<file path="config.mk">
export PLATFORM = sky130hd
export DESIGN_NAME = dual_number_arith_unit
export DESIGN_NICKNAME = d
export VERILOG_FILES = /design/src/hw/rtl/dna_pkg.sv /design/src/hw/rtl/dna_alu.sv /design/src/hw/rtl/dna_seq.sv /design/src/hw/rtl/dual_number_arith_unit.sv
export SDC_FILE = /design/constraint.sdc
export NUM_CORES = 2
export LEC_CHECK = 0
export BUFFER_PORTS_ARGS = -buffer_cell sky130_fd_sc_hd__buf_4
export CORE_MARGIN = 1.5
export CORE_UTILIZATION = 45
export CTS_CLUSTER_DIAMETER = 200
export CTS_CLUSTER_SIZE = 20
export DETAILED_ROUTE_END_ITERATION = 8
export PLACE_DENSITY = 0.71
export SLEW_MARGIN = 20
export SYNTH_ARGS = -nofsm -noshare
export SYNTH_HDL_FRONTEND = slang
export SYNTH_SLANG_ARGS = --single-unit
</file>
<file path="constraint.sdc">
create_clock -name aclk -period 15.8 [get_ports aclk]
set_input_delay 0.79 -clock aclk [delete_from_list [all_inputs] [get_ports aclk]]
set_output_delay 0.79 -clock aclk [all_outputs]
set_load 0.02 [all_outputs]
</file>
<file path="src/hw/rtl/dna_pkg.sv">
package dna_pkg;

    localparam int WordBits = 32;
    localparam int FracBits = 16;
    localparam int ExpBits  = 16;

    typedef logic signed [WordBits-1:0] word_t;

    // operation codes carried in func
    typedef enum logic [2:0] {
        FUNC_ADD   = 3'd0,
        FUNC_ADDC  = 3'd1,
        FUNC_SUB   = 3'd2,
        FUNC_MUL   = 3'd3,
        FUNC_MULC  = 3'd4,
        FUNC_DIV   = 3'd5,
        FUNC_CDIV  = 3'd6,
        FUNC_POW   = 3'd7
    } func_t;

    typedef struct packed {
        logic [2:0]                 func;
        logic signed [WordBits-1:0] f_value;
        logic signed [WordBits-1:0] f_deriv;
        logic signed [WordBits-1:0] g_value;
        logic signed [WordBits-1:0] g_deriv;
        logic signed [WordBits-1:0] const_in;
        logic signed [ExpBits-1:0]  exponent;
    } in_item_t;

    typedef struct packed {
        logic signed [WordBits-1:0] res_value;
        logic signed [WordBits-1:0] res_deriv;
        logic                       overflow;
        logic                       div_zero;
    } out_item_t;

    // operations of the shared arithmetic unit
    typedef enum logic [2:0] {
        OP_ADD = 3'd0,
        OP_SUB = 3'd1,
        OP_NEG = 3'd2,
        OP_MUL = 3'd3,
        OP_DIV = 3'd4
    } op_t;

    typedef struct packed {
        logic start;
        op_t  op;
    } alu_ctl_t;

    typedef struct packed {
        logic done;
        logic ov;
        logic dz;
    } alu_sts_t;

    localparam word_t WMax = {1'b0, {(WordBits-1){1'b1}}};
    localparam word_t WMin = {1'b1, {(WordBits-1){1'b0}}};

    // constant one in fixed point, clamped if not representable
    localparam word_t OneQ = (FracBits >= WordBits - 1) ? WMax :
                             word_t'(64'd1 << FracBits);

endpackage

</file>
<file path="src/hw/rtl/dna_alu.sv">
// Shared saturating unit: add, sub, negate computed combinationally; multiply by a
// 16x16 partial-product sequence; divide by a restoring bit-serial loop.
module dna_alu (
    input  logic              aclk,
    input  logic              aresetn,
    input  dna_pkg::alu_ctl_t ctl,
    input  dna_pkg::word_t    a,
    input  dna_pkg::word_t    b,
    output dna_pkg::word_t    y,
    output dna_pkg::alu_sts_t sts
);
    import dna_pkg::*;

    localparam int MagBits = WordBits;
    localparam int ProdBits = 2 * WordBits;
    localparam int HalfBits = WordBits / 2;
    localparam int NumBits = WordBits + FracBits;
    localparam int CntBits = $clog2(NumBits + 1);

    typedef enum logic [1:0] {S_IDLE, S_MUL, S_DIV, S_FIN} st_t;

    st_t                  st_reg;
    op_t                  op_reg;
    logic                 neg_reg;
    logic [MagBits-1:0]   ma_reg, mb_reg;
    logic [ProdBits-1:0]  acc_reg;
    logic [1:0]           pp_reg;
    logic [NumBits-1:0]   num_reg;
    logic [MagBits:0]     rem_reg;
    logic [CntBits-1:0]   cnt_reg;
    word_t                y_reg;
    logic                 done_reg, ov_reg, dz_reg;

    logic [MagBits-1:0]   mag_a, mag_b;
    logic signed [WordBits:0] sum_w;
    word_t                sat_sum;
    logic                 sum_ov;
    logic [HalfBits-1:0]  pa, pb;
    logic [WordBits-1:0]  pprod;
    logic [MagBits:0]     rem_sh, rem_sub;
    logic                 q_bit;
    logic                 rnd_up;
    logic [ProdBits-1:0]  fin_mag;
    logic [ProdBits-1:0]  prod_rnd;
    word_t                fit_w;
    logic                 fit_ov;

    assign mag_a = a[WordBits-1] ? MagBits'(-a) : MagBits'(a);
    assign mag_b = b[WordBits-1] ? MagBits'(-b) : MagBits'(b);

    // combinational add/sub/negate with saturation
    always_comb begin
        unique case (ctl.op)
            OP_ADD:  sum_w = {a[WordBits-1], a} + {b[WordBits-1], b};
            OP_SUB:  sum_w = {a[WordBits-1], a} - {b[WordBits-1], b};
            default: sum_w = -{a[WordBits-1], a};
        endcase
        sum_ov  = sum_w[WordBits] != sum_w[WordBits-1];
        sat_sum = sum_ov ? (sum_w[WordBits] ? WMin : WMax) : word_t'(sum_w);
    end

    // partial product: pp index picks halves
    always_comb begin
        pa = pp_reg[0] ? ma_reg[MagBits-1 -: HalfBits] : ma_reg[HalfBits-1:0];
        pb = pp_reg[1] ? mb_reg[MagBits-1 -: HalfBits] : mb_reg[HalfBits-1:0];
        pprod = WordBits'(pa) * WordBits'(pb);
    end

    // restoring division step
    always_comb begin
        rem_sh  = {rem_reg[MagBits-1:0], num_reg[NumBits-1]};
        rem_sub = rem_sh - {1'b0, mb_reg};
        q_bit   = rem_sh >= {1'b0, mb_reg};
    end

    // rounding and fit of the magnitude to a signed word
    always_comb begin
        prod_rnd = (acc_reg + (ProdBits'(1) << (FracBits - 1))) >> FracBits;
        // quotient held in num_reg; round up if rem >= d - rem
        rnd_up = rem_reg >= ({1'b0, mb_reg} - rem_reg);
        if (op_reg == OP_MUL) begin
            fin_mag = prod_rnd;
        end else begin
            fin_mag = ProdBits'(num_reg) + ProdBits'(rnd_up);
        end
        fit_ov = 1'b0;
        if (neg_reg) begin
            if (fin_mag > (ProdBits'(1) << (WordBits - 1))) begin
                fit_w = WMin; fit_ov = 1'b1;
            end else begin
                fit_w = word_t'(-fin_mag);
            end
        end else begin
            if (fin_mag > ProdBits'(WMax)) begin
                fit_w = WMax; fit_ov = 1'b1;
            end else begin
                fit_w = word_t'(fin_mag);
            end
        end
    end

    always_ff @(posedge aclk) begin
        done_reg <= 1'b0;
        if (!aresetn) begin
            st_reg <= S_IDLE;
        end else begin
            unique case (st_reg)
                S_IDLE: begin
                    if (ctl.start) begin
                        op_reg  <= ctl.op;
                        neg_reg <= a[WordBits-1] ^ b[WordBits-1];
                        ma_reg  <= mag_a;
                        mb_reg  <= mag_b;
                        unique case (ctl.op)
                            OP_MUL: begin
                                ov_reg  <= 1'b0;
                                dz_reg  <= 1'b0;
                                acc_reg <= '0;
                                pp_reg  <= '0;
                                st_reg  <= S_MUL;
                            end
                            OP_DIV: begin
                                ov_reg <= 1'b0;
                                if (mag_b == '0) begin
                                    y_reg    <= a[WordBits-1] ? WMin : WMax;
                                    dz_reg   <= 1'b1;
                                    done_reg <= 1'b1;
                                end else begin
                                    dz_reg  <= 1'b0;
                                    num_reg <= {mag_a, FracBits'(0)};
                                    rem_reg <= '0;
                                    cnt_reg <= CntBits'(NumBits);
                                    st_reg  <= S_DIV;
                                end
                            end
                            default: begin
                                y_reg    <= sat_sum;
                                ov_reg   <= sum_ov;
                                dz_reg   <= 1'b0;
                                done_reg <= 1'b1;
                            end
                        endcase
                    end
                end
                S_MUL: begin
                    acc_reg <= acc_reg + (ProdBits'(pprod) <<
                               (HalfBits * (32'(pp_reg[0]) + 32'(pp_reg[1]))));
                    pp_reg  <= pp_reg + 2'd1;
                    if (pp_reg == 2'd3) st_reg <= S_FIN;
                end
                S_DIV: begin
                    rem_reg <= q_bit ? rem_sub : rem_sh;
                    num_reg <= {num_reg[NumBits-2:0], q_bit};
                    cnt_reg <= cnt_reg - CntBits'(1);
                    if (cnt_reg == CntBits'(1)) st_reg <= S_FIN;
                end
                default: begin
                    y_reg    <= fit_w;
                    ov_reg   <= fit_ov;
                    done_reg <= 1'b1;
                    st_reg   <= S_IDLE;
                end
            endcase
        end
    end

    assign y = y_reg;
    assign sts = '{done: done_reg, ov: ov_reg, dz: dz_reg};

endmodule

</file>
<file path="src/hw/rtl/dna_seq.sv">
// Sequencer: walks the micro-steps of each function through the shared unit.
module dna_seq (
    input  logic               aclk,
    input  logic               aresetn,
    input  logic               start,
    input  dna_pkg::in_item_t  item,
    output logic               busy,
    output logic               done,
    output dna_pkg::out_item_t result,
    output dna_pkg::alu_ctl_t  ctl,
    output dna_pkg::word_t     opa,
    output dna_pkg::word_t     opb,
    input  dna_pkg::word_t     alu_y,
    input  dna_pkg::alu_sts_t  sts
);
    import dna_pkg::*;

    typedef enum logic [1:0] {Q_IDLE, Q_ISSUE, Q_WAIT} qs_t;

    // micro-steps; power loop reuses MUL-style steps
    typedef enum logic [4:0] {
        U_VAL, U_DER, U_M1, U_M2, U_DV1, U_DV2, U_RSUB, U_RADD,
        U_CN, U_NEG, U_CD1, U_CD2,
        U_PCHK, U_PV, U_PD1, U_PD2, U_PDS, U_XV, U_XD1, U_XD2, U_XDS, U_END
    } ustep_t;

    qs_t     qs_reg;
    ustep_t  u_reg;
    func_t   fn_reg;
    word_t   fv_reg, fd_reg, gv_reg, gd_reg, c_reg;
    word_t   t1_reg, t2_reg, rv_reg, rd_reg;
    word_t   pv_reg, pd_reg;
    logic [ExpBits-1:0] e_reg;
    logic    ov_reg, dz_reg, done_reg, inv_reg;
    logic    recip;
    op_t     op_sel;
    word_t   a_sel, b_sel;
    ustep_t  u_after;

    // power with a negative exponent starts with the reciprocal
    assign recip = (func_t'(item.func) == FUNC_POW) && item.exponent[ExpBits-1];

    // operand and op selection per micro-step
    always_comb begin
        op_sel = OP_ADD; a_sel = fv_reg; b_sel = gv_reg;
        unique case (u_reg)
            U_VAL: begin
                unique case (fn_reg)
                    FUNC_ADD:  begin op_sel = OP_ADD; a_sel = fv_reg; b_sel = gv_reg; end
                    FUNC_ADDC: begin op_sel = OP_ADD; a_sel = fv_reg; b_sel = c_reg; end
                    FUNC_SUB:  begin op_sel = OP_SUB; a_sel = fv_reg; b_sel = gv_reg; end
                    FUNC_MUL:  begin op_sel = OP_MUL; a_sel = fv_reg; b_sel = gv_reg; end
                    FUNC_MULC: begin op_sel = OP_MUL; a_sel = fv_reg; b_sel = c_reg; end
                    FUNC_DIV:  begin op_sel = OP_DIV; a_sel = fv_reg; b_sel = gv_reg; end
                    default:   begin op_sel = OP_DIV; a_sel = c_reg;  b_sel = fv_reg; end
                endcase
            end
            U_DER: begin
                unique case (fn_reg)
                    FUNC_ADD:  begin op_sel = OP_ADD; a_sel = fd_reg; b_sel = gd_reg; end
                    FUNC_SUB:  begin op_sel = OP_SUB; a_sel = fd_reg; b_sel = gd_reg; end
                    default:   begin op_sel = OP_MUL; a_sel = fd_reg; b_sel = c_reg; end
                endcase
            end
            U_M1:   begin op_sel = OP_MUL; a_sel = fd_reg; b_sel = gv_reg; end
            U_M2:   begin op_sel = OP_MUL; a_sel = gd_reg; b_sel = fv_reg; end
            U_RADD: begin op_sel = OP_ADD; a_sel = t1_reg; b_sel = t2_reg; end
            U_RSUB: begin op_sel = OP_SUB; a_sel = t1_reg; b_sel = t2_reg; end
            U_DV1:  begin op_sel = OP_DIV; a_sel = t1_reg; b_sel = gv_reg; end
            U_DV2:  begin op_sel = OP_DIV; a_sel = t1_reg; b_sel = gv_reg; end
            U_CN:   begin op_sel = OP_MUL; a_sel = c_reg;  b_sel = fd_reg; end
            U_NEG:  begin op_sel = OP_NEG; a_sel = t1_reg; b_sel = t1_reg; end
            U_CD1:  begin op_sel = OP_DIV; a_sel = t1_reg; b_sel = fv_reg; end
            U_CD2:  begin op_sel = OP_DIV; a_sel = t1_reg; b_sel = fv_reg; end
            U_PV:   begin op_sel = OP_MUL; a_sel = pv_reg; b_sel = fv_reg; end
            U_PD1:  begin op_sel = OP_MUL; a_sel = pd_reg; b_sel = fv_reg; end
            U_PD2:  begin op_sel = OP_MUL; a_sel = fd_reg; b_sel = pv_reg; end
            U_PDS:  begin op_sel = OP_ADD; a_sel = t1_reg; b_sel = t2_reg; end
            U_XV:   begin op_sel = OP_MUL; a_sel = fv_reg; b_sel = fv_reg; end
            U_XD1:  begin op_sel = OP_MUL; a_sel = fd_reg; b_sel = fv_reg; end
            U_XD2:  begin op_sel = OP_MUL; a_sel = fd_reg; b_sel = fv_reg; end
            U_XDS:  begin op_sel = OP_ADD; a_sel = t1_reg; b_sel = t2_reg; end
            default: begin op_sel = OP_ADD; a_sel = fv_reg; b_sel = gv_reg; end
        endcase
    end

    // the power loop at its head: end at a zero exponent, multiply if low bit set, else shift and square
    always_comb begin
        if (e_reg == '0)          u_after = U_END;
        else if (e_reg[0])        u_after = U_PV;
        else                      u_after = U_XV;
    end

    always_ff @(posedge aclk) begin
        done_reg <= 1'b0;
        if (!aresetn) begin
            qs_reg <= Q_IDLE;
        end else begin
            unique case (qs_reg)
                Q_IDLE: begin
                    if (start) begin
                        fn_reg <= func_t'(item.func);
                        fv_reg <= item.f_value;
                        fd_reg <= item.f_deriv;
                        gv_reg <= item.g_value;
                        gd_reg <= item.g_deriv;
                        // reciprocal first: c = one, then c/x
                        c_reg  <= recip ? OneQ : item.const_in;
                        e_reg  <= item.exponent[ExpBits-1] ? ExpBits'(-item.exponent)
                                                           : ExpBits'(item.exponent);
                        ov_reg <= 1'b0;
                        dz_reg <= 1'b0;
                        pv_reg <= OneQ;
                        pd_reg <= '0;
                        inv_reg <= recip;
                        if (func_t'(item.func) == FUNC_POW) begin
                            u_reg  <= recip ? U_VAL : U_PCHK;
                            qs_reg <= Q_ISSUE;
                        end else if (func_t'(item.func) == FUNC_MUL ||
                                     func_t'(item.func) == FUNC_DIV) begin
                            u_reg  <= U_M1;
                            qs_reg <= Q_ISSUE;
                        end else begin
                            u_reg  <= U_VAL;
                            qs_reg <= Q_ISSUE;
                        end
                    end
                end
                Q_ISSUE: begin
                    if (u_reg == U_PCHK) begin
                        u_reg <= u_after;
                        // a clear low bit is consumed here, before squaring
                        if (u_after == U_XV) e_reg <= e_reg >> 1;
                        if (u_after == U_END) begin
                            rv_reg   <= pv_reg;
                            rd_reg   <= pd_reg;
                            done_reg <= 1'b1;
                            qs_reg   <= Q_IDLE;
                        end
                    end else if (u_reg == U_END) begin
                        done_reg <= 1'b1;
                        qs_reg   <= Q_IDLE;
                    end else begin
                        qs_reg <= Q_WAIT;
                    end
                end
                default: begin
                    if (sts.done) begin
                        ov_reg <= ov_reg | sts.ov;
                        dz_reg <= dz_reg | sts.dz;
                        qs_reg <= Q_ISSUE;
                        unique case (u_reg)
                            U_M1: begin t1_reg <= alu_y; u_reg <= U_M2; end
                            U_M2: begin
                                t2_reg <= alu_y;
                                u_reg  <= (fn_reg == FUNC_DIV) ? U_RSUB : U_RADD;
                            end
                            U_RADD: begin rd_reg <= alu_y; u_reg <= U_VAL; end
                            U_RSUB: begin t1_reg <= alu_y; u_reg <= U_DV1; end
                            U_DV1:  begin t1_reg <= alu_y; u_reg <= U_DV2; end
                            U_DV2:  begin rd_reg <= alu_y; u_reg <= U_VAL; end
                            U_VAL: begin
                                rv_reg <= alu_y;
                                unique case (fn_reg)
                                    FUNC_ADD, FUNC_SUB, FUNC_MULC: u_reg <= U_DER;
                                    FUNC_ADDC: begin rd_reg <= fd_reg; u_reg <= U_END; end
                                    FUNC_CDIV, FUNC_POW: u_reg <= U_CN;
                                    default: u_reg <= U_END;
                                endcase
                            end
                            U_DER: begin rd_reg <= alu_y; u_reg <= U_END; end
                            U_CN: begin t1_reg <= alu_y; u_reg <= U_NEG; end
                            // -(c f'): negate through the adder
                            U_NEG: begin t1_reg <= alu_y; u_reg <= U_CD1; end
                            U_CD1: begin t1_reg <= alu_y; u_reg <= U_CD2; end
                            U_CD2: begin
                                if (inv_reg) begin
                                    fv_reg <= rv_reg;
                                    fd_reg <= alu_y;
                                    inv_reg <= 1'b0;
                                    u_reg  <= U_PCHK;
                                end else begin
                                    rd_reg <= alu_y;
                                    u_reg  <= U_END;
                                end
                            end
                            U_PV:  begin t1_reg <= alu_y; u_reg <= U_PD1; end
                            U_PD1: begin t2_reg <= alu_y; u_reg <= U_PD2; end
                            U_PD2: begin
                                pv_reg <= t1_reg;
                                t1_reg <= t2_reg;
                                t2_reg <= alu_y;
                                u_reg  <= U_PDS;
                            end
                            U_PDS: begin
                                pd_reg <= alu_y;
                                e_reg  <= e_reg >> 1;
                                u_reg  <= (e_reg[ExpBits-1:1] == '0) ? U_PCHK : U_XV;
                            end
                            U_XV:  begin t1_reg <= alu_y; u_reg <= U_XD1; end
                            U_XD1: begin t2_reg <= alu_y; u_reg <= U_XD2; end
                            U_XD2: begin
                                fv_reg <= t1_reg;
                                t1_reg <= t2_reg;
                                t2_reg <= alu_y;
                                u_reg  <= U_XDS;
                            end
                            U_XDS: begin
                                fd_reg <= alu_y;
                                u_reg  <= U_PCHK;
                            end
                            default: u_reg <= U_END;
                        endcase
                    end
                end
            endcase
        end
    end

    always_comb begin
        ctl.start = (qs_reg == Q_ISSUE && u_reg != U_PCHK && u_reg != U_END);
        ctl.op    = op_sel;
        opa       = a_sel;
        opb       = b_sel;
    end

    assign busy   = qs_reg != Q_IDLE;
    assign done   = done_reg;
    assign result = '{res_value: rv_reg, res_deriv: rd_reg,
                      overflow: ov_reg, div_zero: dz_reg};

endmodule

</file>
<file path="src/hw/rtl/dual_number_arith_unit.sv">
// Value and derivative for add-constant, add/sub, scale, product, quotient, constant over
// dual and power, which squares and multiplies over the bits of |n|, after a reciprocal
// for n < 0. A division takes 48 restoring steps; a zero divisor skips them, saturates
// and sets div_zero. One item at a time: s_ready is low from the transfer until the
// result is taken. Synchronous aresetn clears control.
module dual_number_arith_unit (
    input  logic               aclk,
    input  logic               aresetn,
    input  logic               s_valid,
    output logic               s_ready,
    input  dna_pkg::in_item_t  s_data,
    output logic               m_valid,
    input  logic               m_ready,
    output dna_pkg::out_item_t m_data
);
    import dna_pkg::*;

    alu_ctl_t  ctl;
    alu_sts_t  sts;
    word_t     opa, opb, alu_y;
    logic      busy, done;
    out_item_t result;
    logic      m_valid_reg;
    out_item_t m_data_reg;

    dna_seq u_seq (
        .aclk(aclk), .aresetn(aresetn),
        .start(s_valid && s_ready), .item(s_data),
        .busy(busy), .done(done), .result(result),
        .ctl(ctl), .opa(opa), .opb(opb), .alu_y(alu_y), .sts(sts)
    );

    dna_alu u_alu (
        .aclk(aclk), .aresetn(aresetn),
        .ctl(ctl), .a(opa), .b(opb), .y(alu_y), .sts(sts)
    );

    // output register
    always_ff @(posedge aclk) begin
        if (!aresetn) begin
            m_valid_reg <= 1'b0;
        end else if (done) begin
            m_valid_reg <= 1'b1;
            m_data_reg  <= result;
        end else if (m_ready) begin
            m_valid_reg <= 1'b0;
        end
    end

    assign s_ready = !busy && !done && (!m_valid_reg || m_ready);
    assign m_valid = m_valid_reg;
    assign m_data  = m_data_reg;

endmodule

</file>
==> flow_summary.toml <==
[placed_design]
portBuffers = 250
dp_cells = 7745
placed_cell_area_mm2 = 0.0612
finalWeightedCongestion = 1.03
dp_hpwl_mm = 157

[route]
drc = 7
drtAntennaViolNets = 0
drtIter0Drc = 6263
wl_per_cell_um = 26.6
routed_wirelength_mm = 207
vias = 49500
drtPass1Iterations = 9
via_per_inst = 6.35

[critical_path]
critPathKind = "flop to flop"
r2r_setup_slack_ns = 3.59
required_ns = 16.18
cp.arrival_ns = 12.59
cp-end-kind = "flop"
cpMostUsedCell = "fa_1"
worstReg2RegEnd = "u_alu.acc_reg[58]"
slowest_delay_ns = 0.78
r2r_cells = 38
critPathLaunchType = "flop"
crit_path_top_delay_cell = "mux2i_1"
r2r_start = "u_alu.pp_reg[0]"
crit_fanout = 34

[timing]
worst_slew_pin_slew_ns = 1.10
fin_tns_setup_ns = 0
rsz0062_at_grt = "false"
setup_viol = 0
maxSlewHeadroom_pct = 26.2
slew_violations = 0
finalHoldViolCount = 0
finClkSkew_ns = 0.0506
final.period_utilization_pct = 77.3
whs_ns = 0.295
max_freq_mhz = 81.9
period_minus_slack_ns = 12.21

[final_layout]
nFillCells = 11800
largest_reg_flops = 66
nNetsFinal = 6831
syn_to_final_growth_pct = 8.55
finalNonFillerCells = 7805
finish.instance_area_mm2 = 0.0624
diodes = 0
drive_gt1_share_pct = 10.3

[clock_network]
cts_resized = 0
cts_made_buffers = 41
cts_tree = "done"
clk_latency_ns = 0.67
clk_pin_slew_worst_paths_ns = 0.09
cts_hold_buf = 0
root_buffer = "clkbuf_16"
htreeDepth = 2
clkSinkCount = 707
cts_buffer_depth = 3
postCtsSetupBuffers = 0

[synthesis]
synth_most_common_cell = "nand2_1"
synth_area_per_cell_um2 = 9.55
yosysUniqueCellTypes = 112
ys_top_cells_by_count = "716 x nand2_1, 700 x edfxtp_1, 481 x nor2_1, 422 x inv_1, 312 x ha_1"
yosys.area.top_type = "edfxtp_1"
mappedNetlistArea_mm2 = 0.0575
synth-edff-count = 700
synthesis.nets = 6711
ys.flop_type = "edfxtp_1"
synth-seq-cells = 707
yosys_warnings = 0
synth.top_cell.area_share_pct = 36.6
yosysSeqAreaShare_pct = 36.8
synth.area.top_cells = "edfxtp_1 37%, fa_1 6.9%, ha_1 6.8%, nand2_1 4.7%, xnor2_1 3.2%"
syn_inst = 6018
synth_async_sr_flop_share_pct = 0

[global_routing]
grt.total_usage_pct = 31.1
grt_pass1_wl_mm = 306
grt_pass1_vias = 47900
grt_max_degree = 97
grt_antenna_before_repair = 2
grt_overflow_total = 0

[die]
core_mm2 = 0.126
die_y_um = 360
initial_core_util_pct = 45.5
rows = 130
die_w_um = 360
ios = 251
die-area_mm2 = 0.130

[min_path]
min_from = "s_data[110]"
hold_end = "u_seq.gv_reg[30]"
hold_class = "primary input to flop"
hold_depth = 1

[job]
drv_cap = 0

[run_status]
violations = "DRC"
status = "finished with violations"
cell usage in the layout, fill, tap and decap left out, types with 23 or more instances in the layout:
| cell | n |
|---|---|
| nand2_1 | 716 |
| edfxtp_1 | 700 |
| nor2_1 | 473 |
| inv_1 | 422 |
| buf_4 | 363 |
| ha_1 | 312 |
| o21ai_0 | 297 |
| a21oi_1 | 285 |
| xnor2_1 | 209 |
| fa_1 | 198 |
| and2_1 | 179 |
| mux2i_1 | 176 |
| xor2_1 | 138 |
| nand3_1 | 131 |
| a21o_1 | 130 |
| nor3_1 | 91 |
| mux2_2 | 90 |
| nand4_1 | 73 |
| nand2b_1 | 62 |
| and3_1 | 58 |
| o31ai_1 | 51 |
| o21a_1 | 50 |
| nor2b_1 | 47 |
| a211oi_1 | 44 |
| o211ai_1 | 44 |
| clkbuf_16 | 42 |
| or3_1 | 41 |
| a222oi_1 | 40 |
| a2bb2oi_1 | 35 |
| a22oi_1 | 33 |
| nor4_1 | 33 |
| or2_2 | 31 |
| and4_1 | 30 |
| a31oi_1 | 29 |
| a221oi_1 | 27 |
| o22ai_1 | 27 |
| o2bb2ai_1 | 24 |
| o221ai_1 | 23 |
| o21bai_1 | 23 |
stage by stage:
| stage | util (%) | setup WS (ns) |
|---|---|---|
| global route | 49.4 | 2.66 |
| detailed placement | 48.5 | 3.80 |
| global placement | 48.5 | 3.95 |
| finish | 49.4 | 3.59 |
| floorplan | - | 4.82 |
| CTS | 49.4 | 3.75 |
worst max-delay path, delay by kind of cell, from the launching register on:
family / cells / cell delay, ns
AO/OA/AOI/OAI: 15 / 4.82
flip-flops: 1 / 0.33
multiplexers: 1 / 0.78
AND/OR/NAND/NOR: 7 / 1.15
buffers and inverters: 5 / 0.65
adder cells (fa/ha/maj): 8 / 3.84
XOR/XNOR: 2 / 0.39
area by class of cell:
cell class              instances  area [um2]  area share [%]
clock buffers                  57        1110            1.77
repair buffers                363        2730            4.37
flip-flops and latches        707       21200            33.9
well taps                    1650        2060            3.31
clock inverters                 3        76.3           0.122
multi-input cells            4599       33700            53.9
inverters                     426        1600            2.56
metal layers:
metal / GRT usage, % / wire length, um
met2: 49.9 / 94300
met4: 16.6 / 12900
met5: 0 / 22
met3: 5.86 / 20000
met1: 39.7 / 80200
kinds of logic after synthesis:
| kind of cell | count (synthesis) | synth area share [%] |
|---|---|---|
| and+or+nand+nor | 2083 | 17.6 |
| xor gates and xnor gates | 348 | 5.32 |
| adders and majority gates | 510 | 13.7 |
| muxes | 266 | 4.83 |
| buffers and inverters | 712 | 4.97 |
| AOI/OAI and AO/OA | 1392 | 16.8 |
| DFF | 707 | 36.8 |
worst max path at each step:
stage | from | depth (start not counted) | endpoint | slack [ns]
6_report | u_alu.pp_reg[0] | 38 | u_alu.acc_reg[58] | 3.59
2_1_floorplan | u_alu.pp_reg[0] | 41 | u_alu.acc_reg[58] | 4.82
4_1_cts | u_alu.pp_reg[0] | 38 | u_alu.acc_reg[58] | 3.75
5_1_grt | u_alu.pp_reg[0] | 38 | u_alu.acc_reg[58] | 2.66
3_5_place_dp | u_alu.pp_reg[0] | 38 | u_alu.acc_reg[58] | 3.80
3_3_place_gp | u_alu.pp_reg[0] | 38 | u_alu.acc_reg[58] | 3.95
Power is left out: the tool's default activity adds up to more than one toggle a clock period on the data nets, which glitch-free logic cannot reach.
